**config.mk**
```make
export PLATFORM = sky130hd
export DESIGN_NAME = quadtree_bitmap_decoder_unit
export DESIGN_NICKNAME = d
export VERILOG_FILES = /design/src/hdl/qbd_pkg.sv /design/src/hdl/qbd_step.sv /design/src/hdl/quadtree_bitmap_decoder_unit.sv
export VERILOG_INCLUDE_DIRS = /design/src /design/src/hdl
export SDC_FILE = /design/constraint.sdc
export NUM_CORES = 1
export LEC_CHECK = 0
export BUFFER_PORTS_ARGS = -buffer_cell sky130_fd_sc_hd__buf_2
export CAP_MARGIN = 20
export CORE_ASPECT_RATIO = 0.5
export CORE_MARGIN = 2
export CORE_UTILIZATION = 55
export DETAILED_ROUTE_END_ITERATION = 10
export PLACE_DENSITY_LB_ADDON = 0.2
export SLEW_MARGIN = 10
export SYNTH_ARGS = -nofsm -noshare
export SYNTH_HDL_FRONTEND = slang
export SYNTH_SLANG_ARGS = --single-unit
```
**constraint.sdc**
```tcl
create_clock -name clk -period 13.99 [get_ports clk]
set_input_delay 1.399 -clock clk [delete_from_list [all_inputs] [get_ports clk]]
set_output_delay 1.399 -clock clk [all_outputs]
set_load 0.02 [all_outputs]
```
**src/hdl/quadtree_bitmap_decoder_unit_assert.svh**
```systemverilog
// Assertion macros for the quadtree bitmap decoder.
`ifndef QUADTREE_BITMAP_DECODER_UNIT_ASSERT_SVH
`define QUADTREE_BITMAP_DECODER_UNIT_ASSERT_SVH

// same-cycle implication, disabled during reset
`define QBD_ASSERT_NOW(label, clk, rst, ante, cons) \
  label: assert property (@(posedge clk) disable iff (rst) (ante) |-> (cons)) \
    else $error("quadtree decoder check failed");

// next-cycle implication, disabled during reset
`define QBD_ASSERT_NEXT(label, clk, rst, ante, cons) \
  label: assert property (@(posedge clk) disable iff (rst) (ante) |=> (cons)) \
    else $error("quadtree decoder check failed");

`endif

```
**src/hdl/qbd_pkg.sv**
```systemverilog
// Types, constants and helpers shared by the quadtree bitmap decoder.
package qbd_pkg;

  localparam int MAX_SIDE  = 64;
  localparam int MAX_DEPTH = 6;
  localparam int SIDE_W    = $clog2(MAX_SIDE) + 1;
  localparam int POS_W     = $clog2(MAX_SIDE);
  localparam int LEVEL_W   = $clog2(MAX_DEPTH + 1);
  localparam int IDX_W     = (MAX_DEPTH > 1) ? $clog2(MAX_DEPTH) : 1;
  localparam int PADDR_W   = 3;

  localparam logic [7:0] CH_OPEN_FULL   = 8'h28;
  localparam logic [7:0] CH_CLOSE_FULL  = 8'h29;
  localparam logic [7:0] CH_OPEN_EMPTY  = 8'h5B;
  localparam logic [7:0] CH_CLOSE_EMPTY = 8'h5D;
  localparam logic [7:0] CH_SPACE       = 8'h20;
  localparam logic [7:0] CH_TAB         = 8'h09;
  localparam logic [7:0] CH_CR          = 8'h0D;

  localparam logic [SIDE_W-1:0] SIDE_RESET = SIDE_W'(8);
  localparam logic              REG_SIDE   = 1'b0;

  typedef enum logic [1:0] {
    MODE_NODE    = 2'd0,
    MODE_PAREN   = 2'd1,
    MODE_BRACKET = 2'd2,
    MODE_CLOSE   = 2'd3
  } mode_t;

  typedef struct packed {
    mode_t                       mode;
    logic [LEVEL_W-1:0]          level;
    logic [MAX_DEPTH-1:0][1:0]   stack;
    logic                        done;
    logic                        err;
  } parse_t;

  typedef struct packed {
    logic [7:0] char_code;
    logic       restart;
  } in_t;

  typedef struct packed {
    logic              region_valid;
    logic [POS_W-1:0]  region_row;
    logic [POS_W-1:0]  region_col;
    logic [SIDE_W-1:0] region_size;
    logic              fill_value;
    logic              done_res;
    logic              error;
  } out_t;

  localparam parse_t PARSE_CLEAR = '{mode: MODE_NODE, level: '0, stack: '0,
                                     done: 1'b0, err: 1'b0};

  // clamp to MAX_SIDE, round down to a power of two, zero reads as one
  function automatic logic [SIDE_W-1:0] eff_side(input logic [SIDE_W-1:0] s);
    logic [SIDE_W-1:0] p;
    p = SIDE_W'(1);
    if (s >= SIDE_W'(MAX_SIDE)) begin
      p = SIDE_W'(MAX_SIDE);
    end else begin
      for (int i = 0; i < SIDE_W; i++) begin
        if (s[i]) p = SIDE_W'(1) << i;
      end
    end
    return p;
  endfunction

endpackage

```
**src/hdl/qbd_step.sv**
```systemverilog
// One parse step: next parse state and the region word for one character.
module qbd_step (
  input  qbd_pkg::parse_t          cur,
  input  qbd_pkg::in_t             din,
  input  logic [qbd_pkg::SIDE_W-1:0] side,
  output qbd_pkg::parse_t          nxt,
  output qbd_pkg::out_t            res
);
  import qbd_pkg::*;

  function automatic parse_t finish_node(input parse_t s);
    parse_t            r;
    logic [IDX_W-1:0]  idx;
    r   = s;
    idx = IDX_W'(s.level - LEVEL_W'(1));
    if (s.level == '0 || s.level > LEVEL_W'(MAX_DEPTH)) begin
      r.done = 1'b1;
      r.mode = MODE_NODE;
    end else if (s.stack[idx] != 2'd3) begin
      r.stack[idx] = s.stack[idx] + 2'd1;
      r.mode       = MODE_NODE;
    end else begin
      r.stack[idx] = 2'd0;
      r.level      = s.level - LEVEL_W'(1);
      r.mode       = MODE_CLOSE;
    end
    return r;
  endfunction

  function automatic parse_t begin_node(input parse_t s, input logic [7:0] c);
    parse_t r;
    r = s;
    if (c == CH_OPEN_FULL)       r.mode = MODE_PAREN;
    else if (c == CH_OPEN_EMPTY) r.mode = MODE_BRACKET;
    else                         r = finish_node(s);
    return r;
  endfunction

  parse_t            s0;
  parse_t            s1;
  logic              white;
  logic              emit;
  logic              fill;
  logic [SIDE_W-1:0] row_sum;
  logic [SIDE_W-1:0] col_sum;
  logic [SIDE_W-1:0] cur_size;
  logic [IDX_W-1:0]  push_idx;

  always_comb begin
    s0       = din.restart ? PARSE_CLEAR : cur;
    s1       = s0;
    emit     = 1'b0;
    fill     = 1'b0;
    white    = (din.char_code == CH_SPACE) ||
               (din.char_code >= CH_TAB && din.char_code <= CH_CR);
    cur_size = side >> s0.level;
    push_idx = IDX_W'(s0.level);

    if (!s0.done && !s0.err && !white) begin
      unique case (s0.mode)
        MODE_NODE: s1 = begin_node(s0, din.char_code);
        MODE_PAREN: begin
          if (din.char_code == CH_CLOSE_FULL) begin
            emit = 1'b1;
            fill = 1'b1;
            s1   = finish_node(s0);
          end else if (s0.level >= LEVEL_W'(MAX_DEPTH) || cur_size <= SIDE_W'(1)) begin
            s1.err = 1'b1;
          end else begin
            s1                 = s0;
            s1.stack[push_idx] = 2'd0;
            s1.level           = s0.level + LEVEL_W'(1);
            s1.mode            = MODE_NODE;
            s1                 = begin_node(s1, din.char_code);
          end
        end
        MODE_BRACKET: begin
          if (din.char_code == CH_CLOSE_EMPTY) begin
            emit = 1'b1;
            s1   = finish_node(s0);
          end else begin
            // unmatched bracket: leaf ends unfilled, char is reparsed
            s1 = finish_node(s0);
            if (!s1.done) begin
              if (s1.mode == MODE_NODE) s1 = begin_node(s1, din.char_code);
              else                      s1 = finish_node(s1);
            end
          end
        end
        MODE_CLOSE: s1 = finish_node(s0);
        default:    s1 = s0;
      endcase
    end

    // leaf position from the quadrant path
    row_sum = '0;
    col_sum = '0;
    for (int i = 0; i < MAX_DEPTH; i++) begin
      if (LEVEL_W'(i) < s0.level) begin
        if (s0.stack[i][1]) row_sum = row_sum + (side >> (i + 1));
        if (s0.stack[i][0]) col_sum = col_sum + (side >> (i + 1));
      end
    end
  end

  assign nxt              = s1;
  assign res.region_valid = emit;
  assign res.region_row   = emit ? row_sum[POS_W-1:0] : '0;
  assign res.region_col   = emit ? col_sum[POS_W-1:0] : '0;
  assign res.region_size  = emit ? cur_size : '0;
  assign res.fill_value   = emit & fill;
  assign res.done_res     = s1.done;
  assign res.error        = s1.err;

endmodule

```
**src/hdl/quadtree_bitmap_decoder_unit.sv**
```systemverilog
// Quadtree bitmap decoder top level: parse state, result register, config port.
//
//  channel  | handshake                | payload
//  ---------+--------------------------+-------------------------------------
//  char     | char_valid / char_stall  | char_word: char_code, restart
//  res      | res_valid / res_stall    | res_word: region record, done, error
//  config   | psel/penable/pwrite      | paddr, pwdata, prdata (side_length)
//
// One character per cycle while char_stall is low; each accepted word yields
// exactly one result word, registered in the next cycle by the single parse
// step between state and result. Reset (rst, synchronous) clears parse state
// and sets side_length to 8. A waiting result stalls input only while res_stall
// is held; the result register is taken and refilled in the same cycle.
module quadtree_bitmap_decoder_unit (
  input  logic                          clk,
  input  logic                          rst,
  input  logic                          char_valid,
  output logic                          char_stall,
  input  qbd_pkg::in_t                  char_word,
  output logic                          res_valid,
  input  logic                          res_stall,
  output qbd_pkg::out_t                 res_word,
  input  logic                          psel,
  input  logic                          penable,
  input  logic                          pwrite,
  input  logic [qbd_pkg::PADDR_W-1:0]   paddr,
  input  logic [31:0]                   pwdata,
  output logic [31:0]                   prdata,
  output logic                          pready
);
  import qbd_pkg::*;

  `include "quadtree_bitmap_decoder_unit_assert.svh"

  parse_t            st;
  parse_t            st_next;
  out_t              step_res;
  logic [SIDE_W-1:0] side_length;
  logic [SIDE_W-1:0] side_eff;
  logic              accept;
  logic              cfg_wr;

  assign char_stall = res_valid & res_stall;
  assign accept     = char_valid & ~char_stall;
  assign pready     = 1'b1;
  assign cfg_wr     = psel & penable & pwrite & (paddr[PADDR_W-1] == REG_SIDE);
  assign prdata     = (paddr[PADDR_W-1] == REG_SIDE) ? 32'(side_length) : '0;

  qbd_step u_step (
    .cur  (st),
    .din  (char_word),
    .side (side_eff),
    .nxt  (st_next),
    .res  (step_res)
  );

  always_ff @(posedge clk) begin
    if (rst) begin
      st          <= PARSE_CLEAR;
      res_valid   <= 1'b0;
      side_length <= SIDE_RESET;
      side_eff    <= eff_side(SIDE_RESET);
    end else begin
      if (cfg_wr) begin
        side_length <= pwdata[SIDE_W-1:0];
        side_eff    <= eff_side(pwdata[SIDE_W-1:0]);
      end
      if (accept) begin
        st        <= st_next;
        res_valid <= 1'b1;
        res_word  <= step_res;
      end else if (!res_stall) begin
        res_valid <= 1'b0;
      end
    end
  end

  `QBD_ASSERT_NOW(a_level_range, clk, rst, 1'b1, st.level <= LEVEL_W'(MAX_DEPTH))
  `QBD_ASSERT_NEXT(a_accept_gives_result, clk, rst, accept, res_valid)
  `QBD_ASSERT_NEXT(a_done_sticky, clk, rst, st.done && !(accept && char_word.restart), st.done)
  `QBD_ASSERT_NOW(a_idle_fields, clk, rst, res_valid && !res_word.region_valid, res_word.region_size == '0 && !res_word.fill_value)

endmodule

```
# After elaboration in Yosys (flattened, before gate mapping)
# Cells that the tools add are included.
[totals] reg_bits=57 input_bits=51 elab_cells=215
[op_classes] addsub=17 magnitude_cmp=22 eq_ne=12 n_shift=1 n_mux=105 n_bitwise=17 reduce_logical=21
[op_table] cell="two-way mux 6 bit" count=24
[op_table] cell="two-way mux 19 bit" count=6
[op_table] cell="two-way mux 17 bit" count=6
[op_table] cell="two-way mux 15 bit" count=6
[op_table] cell="case mux 19 bit (4 select lines)" count=1
[op_table] cell="two-way mux 7 bit" count=7
[op_table] cell="bitwise AND 12 bit" count=4
[op_table] cell="NOT 12 bit" count=4
[op_table] cell="two-way mux 2 bit" count=23
[op_table] cell="bitwise mux 12 bit" count=3
[op_table] cell="two-way mux 12 bit" count=3
[op_table] cell="demux 2 bit (select 3 bit)" count=4
[op_table] cell="== test 8 x 6 -> 1 bit (second input constant)" count=3
[op_table] cell="binary-select mux 2 bit (select 3 bit)" count=3
[op_table] cell="two-way mux 18 bit" count=1
[op_table] cell="== test 8 x 7 -> 1 bit (second input constant)" count=2
[op_table] cell="< comparator 3 x 4 -> 1 bit (second input constant)" count=4
[op_table] cell="two-way mux 1 bit" count=14
[op_table] cell="adder 6 x 1 -> 6 bit" count=2
[op_table] cell="adder 6 x 2 -> 6 bit" count=2
[op_table] cell="adder 6 x 3 -> 6 bit" count=2
[op_table] cell="adder 6 x 4 -> 6 bit" count=2
[op_table] cell="adder 6 x 5 -> 6 bit" count=2
[op_table] cell=">= comparator 3 x 1 -> 1 bit (second input constant)" count=4
[op_table] cell="27 further kinds" count=63

# Longest topological paths before layout
# Gate-level depths: netlist of run 1.
[logic_depth] word_depth=29 depth_mapped=28 mapped_depth_nobuf=25

# Cells and area by module
# A second synthesis of run 1 with hierarchy kept.
[hier_totals] hier_cells=1002 hier_area_um2=7775.0
[by_module_without_submodules] mod="qbd_step" n_inst=1 cells_per_inst=794 area_per_inst_um2=5586.6 seq_area_each_um2=0.0
[by_module_without_submodules] mod="quadtree_bitmap_decoder_unit" n_inst=1 cells_per_inst=208 area_per_inst_um2=2188.3 seq_area_each_um2=1371.3

# Least setup slack after synthesis of run 1
# OpenSTA, ideal clock, no wires.
[synth_path] path_type="input-to-reg" from="in char_word[0] (netlist name)" to="reg st[15] (netlist name)" setup_time_ns=0.112 arrival_ns=6.150 t_required_ns=13.878 setup_slack_ns=7.728 stages=25 path_buffers=5 path_cell_list="buf_4 -> nand2b_1 -> ha_1 -> buf_4 -> a2111o_1 -> a21oi_1 -> nor3_1 -> ha_1 -> buf_2 -> inv_1 -> o221ai_1 -> and2_1 -> buf_6 -> inv_4 -> buf_2 -> ha_1 -> and3_1 -> a311oi_1 -> o32ai_1 -> a311o_1 -> ha_1 -> and2_1 -> mux2_2 -> a21oi_1 -> a2111oi_1"
[synth_via] elab_chain_cells=25 elab_cells_between_ends=84 cone_classes="add/sub: 5; order compare: 9; eq/ne: 6; shift: 1; mux: 44; bitwise: 4; reduce/logical: 15"
[synth_lines] item="start, declared" line_no="quadtree_bitmap_decoder_unit.sv:19" rtl="input qbd_pkg::in_t char_word,"
[synth_lines] item="two-way mux 19 bit *" line_no="qbd_step.sv:50" rtl="s0 = din.restart ? PARSE_CLEAR : cur;"
[synth_lines] item="branches (longest 23 deep; another with subtractor 3 x 1 -> 3 bit)"
[synth_lines] item="two-way mux 19 bit *" line_no="qbd_step.sv:59" rtl="if (!s0.done && !s0.err && !white) begin"
[synth_lines] item="end signal, assigned" line_no="quadtree_bitmap_decoder_unit.sv:69" rtl="st <= st_next;"
[synth_lines] item="end, declared" line_no="quadtree_bitmap_decoder_unit.sv:35" rtl="parse_t st;"
# Every way passes the cells marked *. The select of a mux whose other input is x is not followed.
# A chain may end at the register's enable or synchronous reset.

# Worst setup path in the final report of run 1
[layout_path] from="in char_word[0] (netlist name)" to="reg st[10] (netlist name)"
[layout_via] elab_chain_cells=26 elab_cells_between_ends=102 cone_classes="add/sub: 7; order compare: 13; eq/ne: 6; shift: 1; mux: 50; bitwise: 8; reduce/logical: 17"
[layout_lines] item="two-way mux 19 bit *" line_no="qbd_step.sv:50"
[layout_lines] item="subtractor 3 x 1 -> 3 bit" line_no="qbd_step.sv:15, qbd_step.sv:24"
[layout_lines] item="binary-select mux 2 bit (select 3 bit) (tied with other cells)" line_no="qbd_step.sv:19, qbd_step.sv:20"
[layout_lines] item="two-way mux 2 bit (implied by the code) / logical AND 1 bit (equally long branches)" line_no="qbd_step.sv:19, qbd_step.sv:20, qbd_step.sv:23"
[layout_lines] item="!= test 2 bit / two-way mux 2 bit (equally long branches)" line_no="qbd_step.sv:19, qbd_step.sv:20, qbd_step.sv:23"
[layout_lines] item="two-way mux 3 bit / demux 2 bit (select 3 bit) (equally long branches)"
[layout_lines] item="two-way mux 15 bit / NOT 12 bit (equally long branches)"
[layout_lines] item="two-way mux 15 bit / bitwise AND 12 bit (equally long branches)"
[layout_lines] item="[10 not listed]"
[layout_lines] item="two-way mux 15 bit" line_no="qbd_step.sv:16" rtl="if (s.level == '0 || s.level > LEVEL_W'(MAX_DEPTH)) begin"
[layout_lines] item="two-way mux 17 bit" line_no="qbd_step.sv:34" rtl="else if (c == CH_OPEN_EMPTY) r.mode = MODE_BRACKET;"
[layout_lines] item="two-way mux 17 bit" line_no="qbd_step.sv:33" rtl="if (c == CH_OPEN_FULL) r.mode = MODE_PAREN;"
[layout_lines] item="two-way mux 19 bit" line_no="qbd_step.sv:85" rtl="if (s1.mode == MODE_NODE) s1 = begin_node(s1, din.char_code);"
[layout_lines] item="two-way mux 19 bit" line_no="qbd_step.sv:84" rtl="if (!s1.done) begin"
[layout_lines] item="two-way mux 19 bit" line_no="qbd_step.sv:78" rtl="if (din.char_code == CH_CLOSE_EMPTY) begin"
[layout_lines] item="case mux 19 bit (4 select lines)" line_no="qbd_step.sv:60" rtl="unique case (s0.mode)"
[layout_lines] item="two-way mux 19 bit *" line_no="qbd_step.sv:59"
# Every way passes the cells marked *; elsewhere a longest branch is shown, timed or not. The select of a mux whose other input is x is not followed.

==> flow_metrics.py, run 1 <==
metrics = {
    "place": {
        "dp_hpwl_um": 16130,
        "gp_congestion": 0.9917,
        "io_buffers": 55,
    },
    "synth": {
        "yosys_warnings": 0,
        "seq_area_frac_synth_pct": 18.88,
        "synth_most_common_cell": "nand2_1",
        "syn_avg_cell_area_sq_um": 7.725,
        "synthTopCellsByCount": "nand2_1 (83), nor2_1 (81), a21oi_1 (72)",
        "synth_edf_count": 23,
        "yosys_register_bits": 57,
        "netlist.area_leader.share_pct": 9.511,
        "ys_types": 88,
        "syn-instance-count": 940,
        "synth.cell_area_sq_um": 7262,
        "netlist_top_cells_area": "edfxtp_1 (9.5%), dfxtp_1 (9.4%), ha_1 (8.3%), a21oi_1 (5.0%), mux2i_1 (4.5%)",
        "yosys.area.top_type": "edfxtp_1",
        "ys.flop_type": "dfxtp_1",
        "ys_async_sr_fraction_pct": 0,
    },
    "sta": {
        "slew-limit-headroom_pct": 39.02,
        "final-setup-viol-count": 0,
        "rsz0062_at_grt": "false",
        "drv_slew": 0,
        "fmax_mhz": 131.6,
        "period_share_pct": 54.32,
        "hold_violations": 0,
        "fin_setup_tns_ps": 0,
        "fin_crit_ps": 7599,
        "fin_skew_ps": 7.609,
        "worst_pin_slew_ps": 914.7,
    },
    "global_routing": {
        "grt.met3_usage_pct": 7.836,
        "grt_max_degree": 43,
        "first_global_vias": 6712,
        "grt_use_met2_pct": 48.87,
        "grt_pass1_wl_um": 35060,
        "grt_antenna_before_repair": 0,
        "grt.busiest_layer": "met2",
        "overflow": 0,
        "grtUsageTotal_pct": 30.93,
        "met1_usage_pct": 41.55,
    },
    "clocking": {
        "cts.reportedPaths.clkPinSlew_ps": 60,
        "cts.sink_count": 57,
        "cts_buffer_depth": 2,
        "cts_setup_buffers": 0,
        "cts_root_buffer": "clkbuf_16",
        "clkLatencyLatePin_ps": 340,
        "cts_tree": "yes",
        "cts-hold-fix-buffers": 0,
        "ctsHtreeMaxLevel": 3,
        "numCtsBuffers": 9,
        "post_cts_resized": 0,
    },
    "critical_path": {
        "critPathArrivalTime_ps": 7810,
        "endpoint_kind": "flip-flop",
        "cp_max_fo": 42,
        "start_kind": "primary input",
        "path_class": "primary input to flip-flop",
        "required_ps": 14210,
    },
    "drt": {
        "first_iter_violations": 809,
        "final_antenna_net_count": 0,
        "via_per_inst": 6.478,
        "wire_per_inst_um": 19.59,
        "route.detailed.drc": 0,
        "wl_um": 22310,
        "vias": 7379,
        "first_pass_iters": 6,
    },
    "cells_and_area": {
        "syn2layout_area_growth_pct": 7.133,
        "nets": 1071,
        "drive_above_1_share_pct": 12.38,
        "antenna_cells": 0,
    },
    "floorplanning": {
        "num_rows": 29,
        "chipHeight_um": 85.25,
        "num_io_pins": 109,
        "start_util_pct": 56.86,
        "die_w_um": 166.5,
        "coreArea_sq_um": 12770,
        "die_area_sq_um": 14190,
    },
    "power": {
        "power_density_nw_per_um2": 67.37,
        "ir_worst_vdd_mv": 0.04060,
        "leakagePower_nw": 3.120,
        "finalPower_uw": 524.1,
    },
    "job": {
        "drv_cap": 0,
    },
    "min_path": {
        "holdCritPathClass": "flip-flop to flip-flop",
    },
    "outcome": {
        "outcome": "completed",
    },
}
[routing by layer]
metal / vias to the layer above / wire length (um)
met3: 56 / 2268
li1: 3469 / -
met4: 0 / 652
met2: 390 / 9554
met1: 3464 / 9836
met5: - / 0
[power by group]
group          internal [mW]  switching (mW)  leakage (nW)  total, mW
logic                 0.0336          0.0764          2.47      0.110
clock network          0.141          0.0879         0.144      0.229
registers              0.179         0.00639         0.501      0.185
[cell families (layout without fill, tap and decap cells)]
group,Yosys count,count (layout),synth area share (%)
buffers and inverters,118,123,8.253
AND/OR/NAND/NOR,363,363,26.31
other,2,26,0.1034
multiplexers,47,47,7.236
AO/OA/AOI/OAI,265,265,24.22
adder cells (fa/ha/maj),57,57,10.61
flip-flops,57,57,18.88
XOR/XNOR,31,31,4.376
[stage by stage]
| stage | worst slack, ps | util (%) | hold WS [ps] | cell area, sq um | cells |
|---|---|---|---|---|---|
| after floorplan | 7728 | - | 431.8 | 7352 | 964 |
| after global placement | 6320 | 58.49 | 439.0 | 7471 | 1123 |
| after detailed placement | 6247 | 58.49 | 449.0 | 7471 | 1123 |
| after CTS | 6551 | 60.91 | 457.3 | 7780 | 1139 |
| after global routing | 6005 | 60.91 | 482.4 | 7780 | 1139 |
| final | 6391 | 60.91 | 455.2 | 7780 | 1139 |
[final cells by class]
class	count	area [sq um]
Multi-Input combinational cell	789	5384
Inverter	44	167.7
Clock buffer	11	275.3
Fill cell	1187	4992
Clock inverter	5	33.78
Tap cell	170	212.7
Timing Repair Buffer	63	335.3
Sequential cell	57	1371
[worst max-delay path: stages]
cell	delay, ps
buf_2	70
buf_4	400
nand2b_1	430
ha_1	630
xnor2_4	220
mux2i_1	170
nor3_1	290
ha_1	510
inv_1	140
o221ai_1	210
and2_1	410
inv_4	180
ha_1	490
and3_1	220
a311oi_1	250
o32ai_1	190
a311o_1	370
ha_1	290
nand2b_1	220
nor2_1	220
a211oi_1	120
a2111oi_0	360
[registers in the layout, summed over array words and instances, names as in the netlist]
| register | cells |
|---|---|
| res_word | 23 |
| st | 19 |
| side_eff | 7 |
| side_length | 7 |
| res_valid | 1 |
[worst paths after layout]
path | from | end | slack (ps) | depth (start not counted)
min reg2reg | side_length[6]$_SDFFE_PP0P_ | side_length[6]$_SDFFE_PP0P_ | 460 | 2
max | char_word[0] | st[10]$_SDFFE_PP0P_ | 6390 | 22
max reg2reg | st[15]$_SDFFE_PP0P_ | st[10]$_SDFFE_PP0P_ | 7060 | 20
min | side_length[6]$_SDFFE_PP0P_ | side_length[6]$_SDFFE_PP0P_ | 460 | 2
[layout by cell type (no fill, tap or decap), types with 31 or more instances in the layout]
cell type	n
a21oi_1	72
nor3_1	35
buf_2	55
ha_1	48
mux2i_1	33
dfxtp_1	34
nand2_1	83
nor2_1	80
o21ai_0	61
inv_1	40
nor2b_1	31
Note: power is estimated with default switching activity, not from simulation.
==> inputs of run 2 (changes only) <==
--- a/config.mk
+++ b/config.mk
@@ -10,7 +10,7 @@
 export CAP_MARGIN = 20
 export CORE_ASPECT_RATIO = 0.5
 export CORE_MARGIN = 2
-export CORE_UTILIZATION = 55
+export CORE_UTILIZATION = 54
 export DETAILED_ROUTE_END_ITERATION = 10
 export PLACE_DENSITY_LB_ADDON = 0.2
 export SLEW_MARGIN = 10
==> constraint.sdc (replaced) <==
create_clock -name clk -period 6.2 [get_ports clk]
set_input_delay 0.62 -clock clk [delete_from_list [all_inputs] [get_ports clk]]
set_output_delay 0.62 -clock clk [all_outputs]
set_load 0.02 [all_outputs]
==> flow_metrics.py, run 2 (synthesis gave the netlist of run 1 again) <==
metrics = {
    "sta": {
        "hold_violations": 0,
        "final-setup-viol-count": 0,
        "fmax_mhz": 175.3,
        "fin_crit_ps": 5705,
        "worst_pin_slew_ps": 950.5,
        "rsz0062_at_grt": "false",
        "drv_slew": 0,
        "slew-limit-headroom_pct": 36.63,
        "fin_skew_ps": 8.904,
        "fin_setup_tns_ps": 0,
        "period_share_pct": 92.02,
    },
    "floorplanning": {
        "die_w_um": 168,
        "chipHeight_um": 86,
        "coreArea_sq_um": 12880,
        "start_util_pct": 56.38,
        "num_rows": 29,
        "die_area_sq_um": 14450,
        "num_io_pins": 109,
    },
    "drt": {
        "wire_per_inst_um": 19.81,
        "vias": 7382,
        "first_iter_violations": 717,
        "final_antenna_net_count": 0,
        "route.detailed.drc": 0,
        "via_per_inst": 6.375,
        "first_pass_iters": 6,
        "wl_um": 22940,
    },
    "critical_path": {
        "crit_family": "adder cells",
        "worst_path_max_delay_cell": "fa_1",
        "cp_max_fo": 6,
        "endpoint_kind": "flip-flop",
        "cpPeakStageDelay_ps": 510,
        "crit_path_cell_trace": "or3_1, and3_1, ha_1, fa_1, o211ai_1, o21ai_0, inv_1, fa_1, nand2_1, and2_1, inv_1, fa_1, nor2_1, a21o_1, inv_1, fa_1, inv_1, o21ai_0, a31oi_1, ha_1, nand3_1, nor3b_1, xnor2_1, nor2_1",
        "critical_path_depth": 24,
        "required_ps": 6260,
        "start_kind": "flip-flop",
        "crit_start": "st[15]$_SDFFE_PP0P_",
        "r2r_setup_slack_ps": 490,
        "rr_startpoint": "st[15]$_SDFFE_PP0P_",
        "path_buf_inv": 4,
        "worstRegToRegCells": 24,
        "reg2reg_to": "res_word[14]$_SDFFCE_PN0P_",
        "path_class": "flip-flop to flip-flop",
        "critPathArrivalTime_ps": 5770,
    },
    "cells_and_area": {
        "antenna_cells": 0,
        "finish.instance_area_sq_um": 7879,
        "largest_register_ffs": 23,
        "reg_top3": "res_word: 23 flops, st: 19 flops",
        "nets": 1090,
        "final_cell_mix": "nand2_1 (83), nor2_1 (80), a21oi_1 (72), o21ai_0 (60), buf_2 (55)",
        "regMostFlops": "res_word",
        "drive_above_1_share_pct": 13.77,
        "syn2layout_area_growth_pct": 8.494,
        "mostFrequentLayoutCell": "nand2_1",
    },
    "global_routing": {
        "grt.met3_usage_pct": 8.860,
        "met1_usage_pct": 41.86,
        "grtUsageTotal_pct": 31.61,
        "first_global_vias": 6799,
        "overflow": 0,
        "grt_max_degree": 33,
        "grt.busiest_layer": "met2",
        "grt_pass1_wl_um": 35890,
        "grt_antenna_before_repair": 0,
        "grt_use_met2_pct": 50.11,
    },
    "place": {
        "dp_hpwl_um": 17020,
        "io_buffers": 55,
        "gp_congestion": 0.9527,
        "dpl_cell_area_sq_um": 7614,
    },
    "clocking": {
        "cts_tree": "yes",
        "post_cts_resized": 0,
        "clkLatencyLatePin_ps": 340,
        "cts.sink_count": 57,
        "numCtsBuffers": 9,
        "cts-hold-fix-buffers": 0,
        "ctsHtreeMaxLevel": 3,
        "cts_root_buffer": "clkbuf_16",
        "cts_setup_buffers": 0,
        "cts_buffer_depth": 2,
        "cts.reportedPaths.clkPinSlew_ps": 60,
    },
    "power": {
        "leakagePower_nw": 3.202,
        "ir_worst_vdd_mv": 0.1031,
        "power_density_nw_per_um2": 144.1,
    },
    "min_path": {
        "min_from": "side_length[4]$_SDFFE_PP0P_",
        "hold_depth": 2,
        "holdCritPathClass": "flip-flop to flip-flop",
        "hold_end": "side_length[4]$_SDFFE_PP0P_",
    },
    "outcome": {
        "outcome": "completed",
    },
    "job": {
        "drv_cap": 0,
    },
}
==> run 2: cell types whose count changed in the layout (fill, tap and decap cells not counted), sizes merged <==
cell	previous run	this run
clkinvlp	3	0
clkbuf	11	12
buf	63	82
clkinv	2	5
inv	44	43
==> run 2: worst max path at each step <==
stage | to
CTS | res_word[14]$_SDFFCE_PN0P_
finish | res_word[14]$_SDFFCE_PN0P_
global placement | res_word[14]$_SDFFCE_PN0P_
floorplan | st[15]$_SDFFE_PP0P_
detailed placement | res_word[14]$_SDFFCE_PN0P_
global route | res_word[14]$_SDFFCE_PN0P_
==> run 2: per-stage QoR <==
stage	util (%)	instances	total power, mW	setup WS, ps	hold WS (ps)
floorplan	-	964	0.6116	716.9	431.8
global placement	59.11	1142	0.6705	408.4	438.6
detailed placement	59.11	1142	0.6742	241.8	441.9
CTS	61.17	1158	1.131	545.0	448.9
global route	61.17	1158	1.176	176.0	467.0
finish	61.17	1158	1.135	494.8	448.5
==> run 2: worst min-delay path, delay by kind of cell, from the launching register on <==
kind             cells  cell delay [ps]
flip-flops           1              300
AO/OA/AOI/OAI        1               50
AND/OR/NAND/NOR      1               50
==> run 2: cell type report <==
| cell class | count | area (sq um) |
|---|---|---|
| sequential | 57 | 1371 |
| fill | 1177 | 5002 |
| clock buffer | 12 | 246.5 |
| multi-input combinational | 789 | 5384 |
| tap | 170 | 212.7 |
| timing repair buffer | 82 | 478.0 |
| inverter | 44 | 167.7 |
| clock inverter | 4 | 18.77 |
==> run 2: layer usage <==
layer	share of wire (%)	vias to the layer above
li1	-	3508
met1	44	3443
met2	43	393
met3	11	38
met4	2.0	0
met5	0	-
==> run 2: power by group <==
part / leakage, nW / switching (mW) / internal (mW)
combinational: 2.57 / 0.178 / 0.0828
clock: 0.134 / 0.181 / 0.278
sequential: 0.501 / 0.0122 / 0.403
